**src/rtl/log_power_peak_hold_display_assert.svh**
```systemverilog
// Assertion macros used by the top-level RTL file.
// LPHD_ASSERT: checked on rising clk, disabled while rst_n is low.
// LPHD_ASSERT_RST: checked on rising clk, also during reset.
`ifndef LOG_POWER_PEAK_HOLD_DISPLAY_ASSERT_SVH
`define LOG_POWER_PEAK_HOLD_DISPLAY_ASSERT_SVH

`ifndef SYNTH
`define LPHD_ASSERT(lbl, clk, rst_n, prop, msg) \
  lbl: assert property (@(posedge clk) disable iff (!rst_n) prop) else $error(msg);
`define LPHD_ASSERT_RST(lbl, clk, prop, msg) \
  lbl: assert property (@(posedge clk) prop) else $error(msg);
`else
`define LPHD_ASSERT(lbl, clk, rst_n, prop, msg)
`define LPHD_ASSERT_RST(lbl, clk, prop, msg)
`endif

`endif

```
**src/rtl/lphd_pkg.sv**
```systemverilog
`default_nettype none

package lphd_pkg;

  localparam int NUM_COLUMNS   = 128;
  localparam int CENTER_COLUMN = 63;

  localparam int COL_W  = 7;
  localparam int PWR_W  = 16;
  localparam int LVL_W  = 8;
  localparam int GAIN_W = 3;
  localparam int POS_W  = 4;
  localparam int FRAC_W = 4;
  localparam int IDX_W  = $clog2(NUM_COLUMNS);

  localparam logic [GAIN_W-1:0] GAIN_RESET = GAIN_W'(3);

  // 16*log2(1 + k/64), rounded down
  localparam logic [FRAC_W-1:0] FRAC_LUT [64] = '{
    4'd0,  4'd0,  4'd0,  4'd1,  4'd1,  4'd1,  4'd2,  4'd2,
    4'd2,  4'd3,  4'd3,  4'd3,  4'd3,  4'd4,  4'd4,  4'd4,
    4'd5,  4'd5,  4'd5,  4'd6,  4'd6,  4'd6,  4'd6,  4'd7,
    4'd7,  4'd7,  4'd7,  4'd8,  4'd8,  4'd8,  4'd8,  4'd9,
    4'd9,  4'd9,  4'd9,  4'd10, 4'd10, 4'd10, 4'd10, 4'd10,
    4'd11, 4'd11, 4'd11, 4'd11, 4'd12, 4'd12, 4'd12, 4'd12,
    4'd12, 4'd13, 4'd13, 4'd13, 4'd13, 4'd13, 4'd14, 4'd14,
    4'd14, 4'd14, 4'd14, 4'd15, 4'd15, 4'd15, 4'd15, 4'd15
  };

  // Read/write request to the display store
  typedef struct packed {
    logic             rd_en;
    logic [IDX_W-1:0] rd_idx;
    logic             wr_en;
    logic [IDX_W-1:0] wr_idx;
    logic [LVL_W-1:0] wr_data;
  } lphd_mem_req_t;

endpackage

`default_nettype wire

```
**src/rtl/log_power_peak_hold_display.sv**
```systemverilog
// Channel | Signals                              | Direction
// --------+--------------------------------------+----------
// in      | in_valid, in_stall, in_column, in_power | power sample in
// out     | out_valid, out_stall, out_column, out_level | column level out
// cfg     | cfg_wr_en, cfg_wr_data               | gain_shift write
//
// One transaction per cycle sustained unless out stalls; an input fills the
// update stage, then the output register (log, store read; update, store write).
// The store is a 128x8 array read and written once per cycle; back-to-back
// hits on one column are forwarded from the write port.
// Synchronous active-low reset clears all store entries at once (valid bits).
// in_stall rises only when the update stage is full and out is stalled.
`default_nettype none

`include "log_power_peak_hold_display_assert.svh"

module log_power_peak_hold_display (
  input  wire logic                          clk,
  input  wire logic                          rst_n,
  input  wire logic                          cfg_wr_en,
  input  wire logic [lphd_pkg::GAIN_W-1:0]   cfg_wr_data,
  input  wire logic                          in_valid,
  output logic                               in_stall,
  input  wire logic [lphd_pkg::COL_W-1:0]    in_column,
  input  wire logic [lphd_pkg::PWR_W-1:0]    in_power,
  output logic                               out_valid,
  input  wire logic                          out_stall,
  output logic      [lphd_pkg::COL_W-1:0]    out_column,
  output logic      [lphd_pkg::LVL_W-1:0]    out_level
);
  import lphd_pkg::*;

  logic [GAIN_W-1:0] gain_r;
  logic              s1_valid_r;
  logic [COL_W-1:0]  s1_col_r;
  logic [LVL_W-1:0]  s1_val_r;
  logic              out_valid_r;
  logic [COL_W-1:0]  out_col_r;
  logic [LVL_W-1:0]  out_lvl_r;

  logic              accept;
  logic              advance;
  logic [LVL_W-1:0]  log_val;
  logic [LVL_W-1:0]  old_val;
  logic              in_range;
  logic [LVL_W-1:0]  level_nxt;
  lphd_mem_req_t     mem_req;

  always_ff @(posedge clk) begin
    if (!rst_n) begin
      gain_r <= GAIN_RESET;
    end else if (cfg_wr_en) begin
      gain_r <= cfg_wr_data;
    end
  end

  assign advance  = s1_valid_r && (!out_valid_r || !out_stall);
  assign in_stall = s1_valid_r && !advance;
  assign accept   = in_valid && !in_stall;

  lphd_log u_log (
    .power      (in_power),
    .gain_shift (gain_r),
    .log_val    (log_val)
  );

  assign in_range = {1'b0, s1_col_r} < (COL_W+1)'(NUM_COLUMNS);

  // fast attack, slow release; center column pinned to zero
  always_comb begin
    if (!in_range || s1_col_r == COL_W'(CENTER_COLUMN)) begin
      level_nxt = '0;
    end else if (s1_val_r >= old_val) begin
      level_nxt = s1_val_r;
    end else begin
      level_nxt = old_val - LVL_W'(1);
    end
  end

  always_comb begin
    mem_req.rd_en   = accept;
    mem_req.rd_idx  = in_column[IDX_W-1:0];
    mem_req.wr_en   = advance && in_range;
    mem_req.wr_idx  = s1_col_r[IDX_W-1:0];
    mem_req.wr_data = level_nxt;
  end

  lphd_store u_store (
    .clk     (clk),
    .rst_n   (rst_n),
    .req     (mem_req),
    .old_val (old_val)
  );

  always_ff @(posedge clk) begin
    if (!rst_n) begin
      s1_valid_r  <= 1'b0;
      out_valid_r <= 1'b0;
    end else begin
      if (accept) begin
        s1_valid_r <= 1'b1;
      end else if (advance) begin
        s1_valid_r <= 1'b0;
      end
      if (advance) begin
        out_valid_r <= 1'b1;
      end else if (!out_stall) begin
        out_valid_r <= 1'b0;
      end
    end
  end

  always_ff @(posedge clk) begin
    if (accept) begin
      s1_col_r <= in_column;
      s1_val_r <= log_val;
    end
    if (advance) begin
      out_col_r <= s1_col_r;
      out_lvl_r <= level_nxt;
    end
  end

  assign out_valid  = out_valid_r;
  assign out_column = out_col_r;
  assign out_level  = out_lvl_r;

  `LPHD_ASSERT(a_center_zero, clk, rst_n, out_valid && out_column == COL_W'(CENTER_COLUMN) |-> out_level == '0, "center column level not zero")
  `LPHD_ASSERT(a_accept_fills, clk, rst_n, accept |=> s1_valid_r, "accepted transaction lost in update stage")
  `LPHD_ASSERT(a_out_drains, clk, rst_n, out_valid && !out_stall && !advance |=> !out_valid, "result repeated after being taken")
  `LPHD_ASSERT_RST(a_reset_idle, clk, !rst_n |=> !out_valid && !s1_valid_r, "pipeline not empty after reset")

endmodule

`default_nettype wire

```
**src/rtl/lphd_log.sv**
```systemverilog
`default_nettype none

module lphd_log (
  input  wire logic [lphd_pkg::PWR_W-1:0]  power,
  input  wire logic [lphd_pkg::GAIN_W-1:0] gain_shift,
  output logic      [lphd_pkg::LVL_W-1:0]  log_val
);
  import lphd_pkg::*;

  logic [POS_W-1:0] pos;
  logic [PWR_W-1:0] norm;
  logic [5:0]       frac_idx;
  logic [LVL_W-1:0] raw;

  // leading-one position
  always_comb begin
    pos = '0;
    for (int b = 0; b < PWR_W; b++) begin
      if (power[b]) begin
        pos = POS_W'(b);
      end
    end
  end

  // put the leading one at the MSB; the six bits below index the table
  assign norm     = power << (~pos);
  assign frac_idx = norm[PWR_W-2 -: 6];

  always_comb begin
    if (power == '0) begin
      raw = '0;
    end else begin
      raw = {pos, FRAC_LUT[frac_idx]};
    end
  end

  assign log_val = raw >> gain_shift;

endmodule

`default_nettype wire

```
**src/rtl/lphd_store.sv**
```systemverilog
`default_nettype none

module lphd_store (
  input  wire logic                         clk,
  input  wire logic                         rst_n,
  input  wire lphd_pkg::lphd_mem_req_t      req,
  output logic      [lphd_pkg::LVL_W-1:0]   old_val
);
  import lphd_pkg::*;

  logic [LVL_W-1:0]       mem [NUM_COLUMNS];
  logic [NUM_COLUMNS-1:0] vbits_r;
  logic [LVL_W-1:0]       rd_r;
  logic                   vld_r;
  logic                   fwd_hit_r;
  logic [LVL_W-1:0]       fwd_data_r;

  always_ff @(posedge clk) begin
    if (req.wr_en) begin
      mem[req.wr_idx] <= req.wr_data;
    end
    if (req.rd_en) begin
      rd_r <= mem[req.rd_idx];
    end
  end

  // entries never written read as zero
  always_ff @(posedge clk) begin
    if (!rst_n) begin
      vbits_r <= '0;
    end else if (req.wr_en) begin
      vbits_r[req.wr_idx] <= 1'b1;
    end
  end

  // a write in the same cycle as the read of that entry is forwarded
  always_ff @(posedge clk) begin
    if (req.rd_en) begin
      vld_r      <= vbits_r[req.rd_idx];
      fwd_hit_r  <= req.wr_en && (req.wr_idx == req.rd_idx);
      fwd_data_r <= req.wr_data;
    end
  end

  always_comb begin
    if (fwd_hit_r) begin
      old_val = fwd_data_r;
    end else if (vld_r) begin
      old_val = rd_r;
    end else begin
      old_val = '0;
    end
  end

endmodule

`default_nettype wire

```
**config.mk**
```make
export PLATFORM = sky130hd
export DESIGN_NAME = log_power_peak_hold_display
export DESIGN_NICKNAME = d
export VERILOG_FILES = /design/src/rtl/lphd_pkg.sv /design/src/rtl/log_power_peak_hold_display.sv /design/src/rtl/lphd_log.sv /design/src/rtl/lphd_store.sv
export VERILOG_INCLUDE_DIRS = /design/src /design/src/rtl
export SDC_FILE = /design/constraint.sdc
export NUM_CORES = 1
export LEC_CHECK = 0
export ABC_AREA = 1
export ABC_CLOCK_PERIOD_IN_PS = 18600
export BUFFER_PORTS_ARGS = -buffer_cell sky130_fd_sc_hd__buf_2
export CAP_MARGIN = 15
export CORE_MARGIN = 10
export CORE_UTILIZATION = 40
export CTS_CLUSTER_SIZE = 24
export DETAILED_ROUTE_END_ITERATION = 6
export GPL_ROUTABILITY_DRIVEN = 0
export HOLD_SLACK_MARGIN = 0.02
export PLACE_DENSITY_LB_ADDON = 0.1
export SLEW_MARGIN = 10
export SYNTH_ARGS = -nofsm -noshare
export SYNTH_HDL_FRONTEND = slang
export SYNTH_SLANG_ARGS = --single-unit
```
**constraint.sdc**
```tcl
create_clock -name clk -period 18.6 [get_ports clk]
set_clock_uncertainty 0.05 [all_clocks]
set_input_delay 3.72 -clock clk [delete_from_list [all_inputs] [get_ports clk]]
set_output_delay 3.72 -clock clk [all_outputs]
set_load 0.01 [all_outputs]
```
# Word-level counts from Yosys, hierarchy flattened
# Memories as Yosys holds them, arrays and structs flattened. A register that Yosys moved wholly into a read port is not among the register bits.
# Index checks and enable logic that the tools add are counted.
[word_totals]
regBits = 173
mem_bits_rw = 1024
romBits = 256
inputBits = 31
output_inout_bits = 17
elab_cells = 71
memories = 2
[memory_table]
columns = ["memory", "depth", "word_bits", "rd", "rd_clocked_by_memory_dff", "write_ports", "line_no", "text"]
rows = [
  ["u_store.mem", 128, 8, 1, 1, 1, "lphd_store.sv:11", "logic [LVL_W-1:0] mem [NUM_COLUMNS];"],
  ["(name not given)", 64, 4, 1, 0, 0, "lphd_log.sv:33", "raw = {pos, FRAC_LUT[frac_idx]};"],
]
[classes]
add_sub_neg = 1
n_lt_le_gt_ge = 5
n_eq_ne = 3
shifts = 2
mux = 32
bitwise_logic = 3
reduce_logical = 12
[ops]
columns = ["cell", "count"]
rows = [
  ["128-bit OR", 1],
  ["4-bit 2-to-1 mux", 10],
  ["8-bit 2-to-1 mux", 5],
  ["16-bit logical NOT", 1],
  ["7-bit by 8-bit < comparator with 1-bit output (second input constant)", 2],
  ["16-bit by 4-bit << shifter with 15-bit output", 1],
  ["3-bit 2-to-1 mux", 4],
  ["1-bit 2-to-1 mux", 9],
  ["8-bit >= comparator", 1],
  ["8-bit by 3-bit right shift with 8-bit output", 1],
  ["8-bit by 1-bit subtractor with 8-bit output (second input constant)", 1],
  ["1-bit binary-select mux with 7-bit select", 1],
  ["1-bit demux with 7-bit select", 1],
  ["7-bit by 6-bit equality test with 1-bit output (second input constant)", 1],
  ["7-bit equality test", 1],
  ["7-bit by 1-bit >= comparator with 1-bit output (second input constant)", 1],
  ["7-bit >= comparator (second input constant)", 1],
  ["6-bit NOT with 7-bit output", 1],
  ["1-bit logical AND", 5],
  ["1-bit logical NOT", 4],
  ["2-bit 2-to-1 mux", 2],
  ["4-bit NOT", 1],
  ["2-bit by 1-bit inequality test with 1-bit output (second input constant)", 1],
  ["2-bit nonzero test", 1],
  ["1-bit logical OR", 1],
]

# Logic depth before layout (Yosys ltp)
# Gate-level depths: netlist of the first run.
[logic_depth]
word_depth = 23
depth_mapped = 32
mapped_depth_nobuf = 31

# By module
# Synthesis of the first run repeated with hierarchy kept, for this count alone.
[hier_totals]
cells_unflattened = 4752
area_unflattened_um2 = 50365.8
[modules_own_cells]
columns = ["module", "n_inst", "cells_per_inst", "area_per_inst_um2", "seq_area_each_um2"]
rows = [
  ["lphd_store", 1, 4341, 47430.5, 33852.5],
  ["log_power_peak_hold_display", 1, 154, 1690.4, 1001.0],
  ["lphd_log", 1, 257, 1244.9, 0.0],
]

# Least setup slack after synthesis of the first run
# Ideal clock, no wire load.
[synth_path]
path_type = "input -> output"
start = "in out_stall"
end = "out in_stall"
arrival_time_ps = 3982
required_ps = 14830
path_slack_ps = 10848
stages = 2
path_cell_list = "nand2_1 > nor2_1"
[synth_via]
elab_chain_len = 5
[synth_rtl]
columns = ["item", "line_no", "text"]
rows = [
  ["start, declared", "log_power_peak_hold_display.sv:27", "input wire logic out_stall,"],
  ["1-bit logical NOT", "n/a", ""],
  ["1-bit logical OR", "log_power_peak_hold_display.sv:57", "assign advance = s1_valid_r && (!out_valid_r || !out_stall);"],
  ["1-bit logical AND", "log_power_peak_hold_display.sv:57", ""],
  ["1-bit logical NOT", "log_power_peak_hold_display.sv:58", "assign in_stall = s1_valid_r && !advance;"],
  ["1-bit logical AND", "log_power_peak_hold_display.sv:58", ""],
  ["end, declared", "log_power_peak_hold_display.sv:23", "output logic in_stall,"],
]
# Every way passes these cells.

# Worst setup path after layout of the first run
# Same ends and word-level chain as after synthesis.

==> impl_metrics.prom, run 1 <==
# TYPE chip_impl_metric gauge
chip_impl_info{name="r2r-end",value="u_store.mem[73][3]"} 1
chip_impl_metric{name="worst_slew_pin_slew",unit="ps"} 1170
chip_impl_metric{name="p_total",unit="mW"} 6.48
chip_impl_metric{name="slew_headroom",unit="%"} 22.0
chip_impl_metric{name="die-area",unit="sq mm"} 0.136
chip_impl_metric{name="fp.dieH",unit="um"} 368
chip_impl_info{name="clock_tree.root_cell",value="sky130_fd_sc_hd__clkbuf_16"} 1
chip_impl_metric{name="placed_cells",unit=""} 5591
chip_impl_metric{name="fin_worst_hold_slack",unit="ps"} 412
chip_impl_metric{name="postSynthCellCount",unit=""} 4159
chip_impl_metric{name="detailed_place_hpwl",unit="um"} 84600
chip_impl_metric{name="maxClockFrequency",unit="MHz"} 126
chip_impl_metric{name="fp.coreArea",unit="sq mm"} 0.120
chip_impl_metric{name="cts.repair_timing.setup_buffer_count",unit=""} 0
chip_impl_metric{name="routedWlPerCell",unit="um"} 25.4
chip_impl_metric{name="grt_antenna_before_repair",unit=""} 11
chip_impl_metric{name="first_iter_violations",unit=""} 3452
chip_impl_metric{name="overflow",unit=""} 0
chip_impl_metric{name="grt_start_max_net_pins",unit=""} 182
chip_impl_metric{name="critical_path.max_fanout",unit=""} 3
chip_impl_info{name="final_cell_mix",value="1,161 x sky130_fd_sc_hd__nor2_1, 1,072 x sky130_fd_sc_hd__edfxtp_1, 716 x sky130_fd_sc_hd__o21ai_0, 289 x sky130_fd_sc_hd__o22ai_1, 140 x sky130_fd_sc_hd__clkbuf_16"} 1
chip_impl_metric{name="holdBufCountCts",unit=""} 0
chip_impl_metric{name="layout_min_cycle_time",unit="ps"} 7910
chip_impl_metric{name="via_per_inst",unit=""} 5.63
chip_impl_metric{name="vias_in_the_first_global_route",unit=""} 30800
chip_impl_metric{name="cp_data_required_time",unit="ps"} 14830
chip_impl_metric{name="buffer_ports.inserted",unit=""} 47
chip_impl_metric{name="tritoncts.num_buffers",unit=""} 132
chip_impl_metric{name="hold-path-cell-count",unit=""} 2
chip_impl_metric{name="synth_cell_types",unit=""} 40
chip_impl_metric{name="layout_cells_sized_above_1",unit="%"} 7.58
chip_impl_info{name="status",value="completed"} 1
chip_impl_metric{name="initial_core_utilization",unit="%"} 40.4
chip_impl_info{name="most_common_library_cell_in_the_layout_ignoring_fill_and_taps",value="sky130_fd_sc_hd__nor2_1"} 1
chip_impl_metric{name="areaGrowthSynthToFinish",unit="%"} 12.6
chip_impl_metric{name="drcViolationCount",unit=""} 0
chip_impl_metric{name="post_cts_resized",unit=""} 0
chip_impl_metric{name="synth_fp_nets",unit=""} 4199
chip_impl_metric{name="route.vias.total",unit=""} 32900
chip_impl_metric{name="place_area",unit="sq mm"} 0.0502
chip_impl_metric{name="final.setup.tns",unit="ps"} 0
chip_impl_info{name="grt_setup_unrepaired",value="false"} 1
chip_impl_metric{name="post_synth.cell_area_avg",unit="sq um"} 11.7
chip_impl_metric{name="worst-endpoint-arrival",unit="ps"} 4140
chip_impl_info{name="regToRegStartpoint",value="u_store.fwd_hit_r"} 1
chip_impl_metric{name="timing.max_cap.violations",unit=""} 0
chip_impl_metric{name="cts.clk_slew.worst_paths",unit="ps"} 60
chip_impl_info{name="hold_path_end",value="u_store.vbits_r[109]"} 1
chip_impl_info{name="cts_tree",value="done"} 1
chip_impl_metric{name="row_count",unit=""} 127
chip_impl_metric{name="ys_seq_elements",unit=""} 1205
chip_impl_metric{name="ant_nets",unit=""} 0
chip_impl_metric{name="post_layout_nets",unit=""} 4154
chip_impl_metric{name="synth_area",unit="sq mm"} 0.0485
chip_impl_info{name="min_path_type",value="flop to flop"} 1
chip_impl_metric{name="vdd_drop_max",unit="uV"} 89.9
chip_impl_metric{name="final.period_utilization",unit="%"} 42.5
chip_impl_metric{name="ioPinCount",unit=""} 48
chip_impl_metric{name="clk_latency",unit="ps"} 750
chip_impl_metric{name="timing.final.setup_violations",unit=""} 0
chip_impl_metric{name="preCtsSetupSlack",unit="ps"} 10300
chip_impl_metric{name="clock_sink_count",unit=""} 1205
chip_impl_metric{name="worst-r2r-cell-count",unit=""} 14
chip_impl_metric{name="finalInstanceArea",unit="sq mm"} 0.0546
chip_impl_metric{name="firstDrtPassIters",unit=""} 6
chip_impl_metric{name="synth_warnings",unit=""} 0
chip_impl_metric{name="timing.final.ws_setup",unit="ps"} 10690
chip_impl_metric{name="post-route-util",unit="%"} 45.5
chip_impl_metric{name="fin_cells",unit=""} 5837
chip_impl_metric{name="htree_levels",unit=""} 4
chip_impl_info{name="startpoint",value="out_stall"} 1
chip_impl_metric{name="grt_pass1_wl",unit="um"} 216000
chip_impl_info{name="critical_path_class",value="input port to output pin"} 1
chip_impl_metric{name="reg2reg_slack",unit="ps"} 13410
chip_impl_metric{name="die_w",unit="um"} 368
chip_impl_metric{name="wirelength",unit="um"} 149000
chip_impl_metric{name="grt_usage",unit="%"} 21.2
chip_impl_metric{name="timing_hold_violations_final",unit=""} 0
chip_impl_info{name="timing.hold.worst.start",value="u_store.vbits_r[109]"} 1
chip_impl_metric{name="power.density",unit="mW/mm^2"} 119
chip_impl_metric{name="clock_tree_buffer_depth",unit=""} 3
chip_impl_metric{name="synth_sequential_area_ratio",unit="%"} 71.9
chip_impl_info{name="timing.critical_path.from_type",value="input port"} 1
chip_impl_info{name="cp-end-kind",value="output pin"} 1
chip_impl_metric{name="power.leakage",unit="nW"} 17.6
chip_impl_metric{name="timing.final.max_slew_violations",unit=""} 0
## cell families after synthesis
group	synth area share, %
DFF	71.9
buffers and inverters	2.92
AOI/OAI and AO/OA	13.5
and+or+nand+nor	11.2
adders and majority gates	0.232
xor gates and xnor gates	0.199
## routing by layer
metal	up-vias	global-route usage, %	share of wire [%]
li1	15000	-	-
met1	16500	30.5	46
met2	1099	31.7	44
met3	221	4.73	7.0
met4	12	6.90	2.9
met5	-	0	0.046
## Yosys cell counts
cell / count / area share [%]
sky130_fd_sc_hd__edfxtp_1: 1072 / 66
sky130_fd_sc_hd__nor3_1: 5 / 0.052
sky130_fd_sc_hd__buf_6: 2 / 0.046
sky130_fd_sc_hd__clkbuf_1: 263 / 2.0
sky130_fd_sc_hd__a21oi_2: 1 / 0.018
sky130_fd_sc_hd__nand3_1: 84 / 0.87
sky130_fd_sc_hd__nand3_2: 1 / 0.021
sky130_fd_sc_hd__o311ai_0: 6 / 0.11
sky130_fd_sc_hd__a31oi_1: 11 / 0.14
sky130_fd_sc_hd__o21ai_1: 6 / 0.062
sky130_fd_sc_hd__ha_1: 9 / 0.23
sky130_fd_sc_hd__nand2_1: 134 / 1.0
sky130_fd_sc_hd__nor2_1: 1162 / 9.0
sky130_fd_sc_hd__a22oi_1: 7 / 0.11
sky130_fd_sc_hd__nor4_1: 2 / 0.026
sky130_fd_sc_hd__o22ai_1: 289 / 3.7
sky130_fd_sc_hd__a32oi_1: 7 / 0.13
sky130_fd_sc_hd__o221ai_1: 53 / 0.96
sky130_fd_sc_hd__a31oi_4: 1 / 0.044
sky130_fd_sc_hd__o31ai_1: 2 / 0.031
sky130_fd_sc_hd__o21ai_0: 716 / 7.4
sky130_fd_sc_hd__buf_1: 11 / 0.085
sky130_fd_sc_hd__nand2_2: 5 / 0.065
sky130_fd_sc_hd__nand4_1: 6 / 0.077
sky130_fd_sc_hd__a21oi_4: 1 / 0.034
sky130_fd_sc_hd__o21a_1: 6 / 0.093
sky130_fd_sc_hd__xor2_1: 3 / 0.054
sky130_fd_sc_hd__dfxtp_1: 133 / 5.5
sky130_fd_sc_hd__clkinv_1: 4 / 0.031
sky130_fd_sc_hd__nor3b_1: 1 / 0.015
sky130_fd_sc_hd__nand2_4: 2 / 0.046
sky130_fd_sc_hd__or2_2: 2 / 0.026
sky130_fd_sc_hd__o32ai_1: 12 / 0.22
sky130_fd_sc_hd__inv_1: 82 / 0.63
sky130_fd_sc_hd__a21oi_1: 26 / 0.27
sky130_fd_sc_hd__nor2_2: 1 / 0.013
sky130_fd_sc_hd__buf_2: 5 / 0.052
sky130_fd_sc_hd__o211ai_1: 13 / 0.20
sky130_fd_sc_hd__inv_2: 5 / 0.039
sky130_fd_sc_hd__xnor2_1: 8 / 0.14
## registers in the layout (all words and copies together), names as in the netlist, 7 cells and up
| signal | cells |
|---|---|
| s1_val_r | 8 |
| out_level | 8 |
| u_store.rd_r | 8 |
| u_store.vbits_r | 128 |
| out_column | 7 |
| u_store.mem | 1024 |
| u_store.fwd_data_r | 8 |
| s1_col_r | 7 |
## power breakdown
group / internal [mW] / switching [mW] / leakage, nW / total (mW)
sequential: 3.18 / 0.0116 / 10.7 / 3.19
clock: 1.56 / 1.08 / 2.13 / 2.64
combinational: 0.110 / 0.533 / 4.78 / 0.643
## worst max-delay path, stage by stage
cell	delay, ps
sky130_fd_sc_hd__buf_2	70
sky130_fd_sc_hd__nand2_1	70
sky130_fd_sc_hd__nor2_1	120
sky130_fd_sc_hd__buf_2	150
## layout make-up
class / instances / area, sq um
Antenna cell: 1 / 2.50
Clock buffer: 189 / 3790
Clock inverter: 55 / 573
Fill cell: 11200 / 65500
Inverter: 91 / 367
Multi-Input combinational cell: 2582 / 12300
Sequential cell: 1205 / 34900
Tap cell: 1612 / 2020
Timing Repair Buffer: 102 / 689
## how the worst max path moves through the flow
stage | end | slack [ps]
floorplan | in_stall | 10850
global placement | u_store.rd_r[7] | 10300
detailed placement | u_store.rd_r[7] | 10300
CTS | in_stall | 10690
global route | in_stall | 10640
finish | in_stall | 10690
(Power assumes the default switching activity.)
==> inputs of run 2 (changes only) <==
--- a/config.mk
+++ b/config.mk
@@ -7,7 +7,7 @@
 export NUM_CORES = 1
 export LEC_CHECK = 0
 export ABC_AREA = 1
-export ABC_CLOCK_PERIOD_IN_PS = 18600
+export ABC_CLOCK_PERIOD_IN_PS = 7500
 export BUFFER_PORTS_ARGS = -buffer_cell sky130_fd_sc_hd__buf_2
 export CAP_MARGIN = 15
 export CORE_MARGIN = 10
==> constraint.sdc (replaced) <==
create_clock -name clk -period 7.5 [get_ports clk]
set_clock_uncertainty 0.05 [all_clocks]
set_input_delay 1.5 -clock clk [delete_from_list [all_inputs] [get_ports clk]]
set_output_delay 1.5 -clock clk [all_outputs]
set_load 0.01 [all_outputs]
==> impl_metrics.prom, run 2 (synthesis results as in run 1) <==
# TYPE chip_impl_metric gauge
chip_impl_metric{name="final.period_utilization",unit="%"} 61.4
chip_impl_metric{name="htree_levels",unit=""} 4
chip_impl_metric{name="timing.final.setup_violations",unit=""} 0
chip_impl_info{name="timing.hold.worst.start",value="u_store.vbits_r[18]"} 1
chip_impl_metric{name="detailed_place_hpwl",unit="um"} 81300
chip_impl_info{name="critical_path.cell_chain",value="inv_1 > nand2_1 > inv_1 > a22oi_1 > ha_1 > nand2_1 > nor2_1 > nand4_1 > nand3_1 > inv_1 > nand2_1 > a21oi_4 > buf_12"} 1
chip_impl_metric{name="slew_headroom",unit="%"} 21.1
chip_impl_metric{name="overflow",unit=""} 0
chip_impl_metric{name="timing.max_cap.violations",unit=""} 0
chip_impl_metric{name="final.setup.tns",unit="ps"} 0
chip_impl_metric{name="firstDrtPassIters",unit=""} 6
chip_impl_metric{name="clk_latency",unit="ps"} 740
chip_impl_metric{name="clock_sink_count",unit=""} 1205
chip_impl_metric{name="vias_in_the_first_global_route",unit=""} 31200
chip_impl_info{name="most_common_library_cell_in_the_layout_ignoring_fill_and_taps",value="sky130_fd_sc_hd__nor2_1"} 1
chip_impl_info{name="hold_path_end",value="u_store.vbits_r[18]"} 1
chip_impl_info{name="status",value="completed"} 1
chip_impl_metric{name="critical_path.max_fanout",unit=""} 98
chip_impl_metric{name="wirelength",unit="um"} 145000
chip_impl_metric{name="p_total",unit="mW"} 15.8
chip_impl_metric{name="post_cts_resized",unit=""} 0
chip_impl_metric{name="layout_min_cycle_time",unit="ps"} 4610
chip_impl_info{name="cp-end-kind",value="flop"} 1
chip_impl_metric{name="final.fill_count",unit=""} 11100
chip_impl_metric{name="die_w",unit="um"} 368
chip_impl_info{name="regToRegStartpoint",value="u_store.fwd_hit_r"} 1
chip_impl_info{name="critical_path_class",value="flop to flop"} 1
chip_impl_metric{name="row_count",unit=""} 127
chip_impl_metric{name="cts.clk_slew.worst_paths",unit="ps"} 60
chip_impl_metric{name="routedWlPerCell",unit="um"} 24.8
chip_impl_info{name="timing.critical_path.from_type",value="flop"} 1
chip_impl_metric{name="area_of_combinational_cells_with_multiple_inputs",unit="sq mm"} 0.0123
chip_impl_metric{name="hold-path-cell-count",unit=""} 2
chip_impl_metric{name="power.leakage",unit="nW"} 17.6
chip_impl_metric{name="largest_reg_flops",unit=""} 1024
chip_impl_metric{name="maxClockFrequency",unit="MHz"} 217
chip_impl_info{name="critical-path-slowest-cell",value="sky130_fd_sc_hd__a21oi_4"} 1
chip_impl_metric{name="clock_tree_buffer_depth",unit=""} 3
chip_impl_metric{name="drcViolationCount",unit=""} 0
chip_impl_metric{name="fp.dieH",unit="um"} 368
chip_impl_info{name="clock_tree.root_cell",value="sky130_fd_sc_hd__clkbuf_16"} 1
chip_impl_metric{name="cts.repair_timing.setup_buffer_count",unit=""} 0
chip_impl_metric{name="grt_usage",unit="%"} 20.8
chip_impl_metric{name="vdd_drop_max",unit="uV"} 254
chip_impl_metric{name="worst-r2r-cell-count",unit=""} 13
chip_impl_metric{name="post_layout_nets",unit=""} 4155
chip_impl_metric{name="fp.coreArea",unit="sq mm"} 0.120
chip_impl_metric{name="ant_nets",unit=""} 0
chip_impl_metric{name="grt_pass1_wl",unit="um"} 213000
chip_impl_metric{name="layout_cells_sized_above_1",unit="%"} 7.44
chip_impl_metric{name="areaGrowthSynthToFinish",unit="%"} 12.6
chip_impl_metric{name="cp_data_required_time",unit="ps"} 7890
chip_impl_metric{name="timing.final.max_slew_violations",unit=""} 0
chip_impl_metric{name="tritoncts.num_buffers",unit=""} 135
chip_impl_metric{name="grt_start_max_net_pins",unit=""} 164
chip_impl_metric{name="reg2reg_slack",unit="ps"} 2890
chip_impl_info{name="grt_setup_unrepaired",value="false"} 1
chip_impl_info{name="reg.largest.list",value="u_store.mem x1024, u_store.vbits_r x128"} 1
chip_impl_metric{name="grt_antenna_before_repair",unit=""} 7
chip_impl_info{name="r2r-end",value="u_store.mem[102][6]"} 1
chip_impl_metric{name="holdBufCountCts",unit=""} 0
chip_impl_info{name="final_cell_mix",value="1,161 x sky130_fd_sc_hd__nor2_1, 1,072 x sky130_fd_sc_hd__edfxtp_1, 716 x sky130_fd_sc_hd__o21ai_0, 289 x sky130_fd_sc_hd__o22ai_1, 140 x sky130_fd_sc_hd__clkbuf_16"} 1
chip_impl_info{name="cts_tree",value="done"} 1
chip_impl_metric{name="fin_worst_hold_slack",unit="ps"} 411
chip_impl_metric{name="antenna_diode_count",unit=""} 0
chip_impl_metric{name="first_iter_violations",unit=""} 3200
chip_impl_metric{name="power.density",unit="mW/mm^2"} 290
chip_impl_metric{name="critPathMaxStageDelay",unit="ps"} 870
chip_impl_info{name="min_path_type",value="flop to flop"} 1
chip_impl_metric{name="ioPinCount",unit=""} 48
chip_impl_info{name="most_flops_register",value="u_store.mem"} 1
chip_impl_metric{name="worst_slew_pin_slew",unit="ps"} 1180
chip_impl_metric{name="ff_latch_area",unit="sq mm"} 0.0349
chip_impl_metric{name="worst-endpoint-arrival",unit="ps"} 5000
chip_impl_metric{name="timing_hold_violations_final",unit=""} 0
chip_impl_metric{name="via_per_inst",unit=""} 5.61
chip_impl_metric{name="buffer_ports.inserted",unit=""} 47
chip_impl_metric{name="route.vias.total",unit=""} 32700
chip_impl_metric{name="die-area",unit="sq mm"} 0.136
chip_impl_metric{name="initial_core_utilization",unit="%"} 40.4
run 2: routing by layer:
| metal | GRT usage [%] | vias to the layer above | wire length [um] |
|---|---|---|---|
| li1 | - | 15000 | - |
| met1 | 29.5 | 16400 | 65600 |
| met4 | 6.53 | 10 | 4050 |
| met2 | 31.8 | 1067 | 65200 |
| met5 | 0 | - | 53 |
| met3 | 4.29 | 215 | 9930 |
run 2: layout make-up:
class	count	share of cell area (%)
Sequential cell	1205	63.8
Timing Repair Buffer	100	1.59
Inverter	91	0.672
Tap cell	1612	3.69
Clock inverter	51	0.697
Clock buffer	192	6.96
Multi-Input combinational cell	2582	22.6
run 2: through the flow:
stage	instance area (sq um)	instances	setup slack [ps]	util, %
after floorplan	48500	4159	898	-
after global placement	50400	5589	2580	42.0
after detailed placement	50400	5589	2600	42.0
after CTS	54600	5832	2960	45.4
after global routing	54600	5833	2610	45.4
final	54600	5833	2890	45.4
run 2: critical path, delay by kind of cell (launching register included):
kind	cells	cell delay (ps)
AND/OR/NAND/NOR	6	610
adder cells (fa/ha/maj)	1	360
AO/OA/AOI/OAI	2	1400
flip-flops	1	530
buffers and inverters	4	1130
run 2: worst max path at each step:
stage / end / startpoint
after floorplan: out_level[4] / u_store.fwd_hit_r
after global placement: u_store.rd_r[0] / in_column[0]
after detailed placement: u_store.rd_r[7] / in_column[0]
after CTS: u_store.mem[34][6] / u_store.fwd_hit_r
after global routing: u_store.mem[102][6] / u_store.fwd_hit_r
final: u_store.mem[102][6] / u_store.fwd_hit_r
run 2: power by group:
group	switching [mW]	total, mW	leakage (nW)	internal, mW
Clock	2.60	6.29	2.05	3.69
Sequential	0.0249	7.92	10.7	7.89
Combinational	1.34	1.63	4.84	0.299
Total	3.96	15.8	17.6	11.9
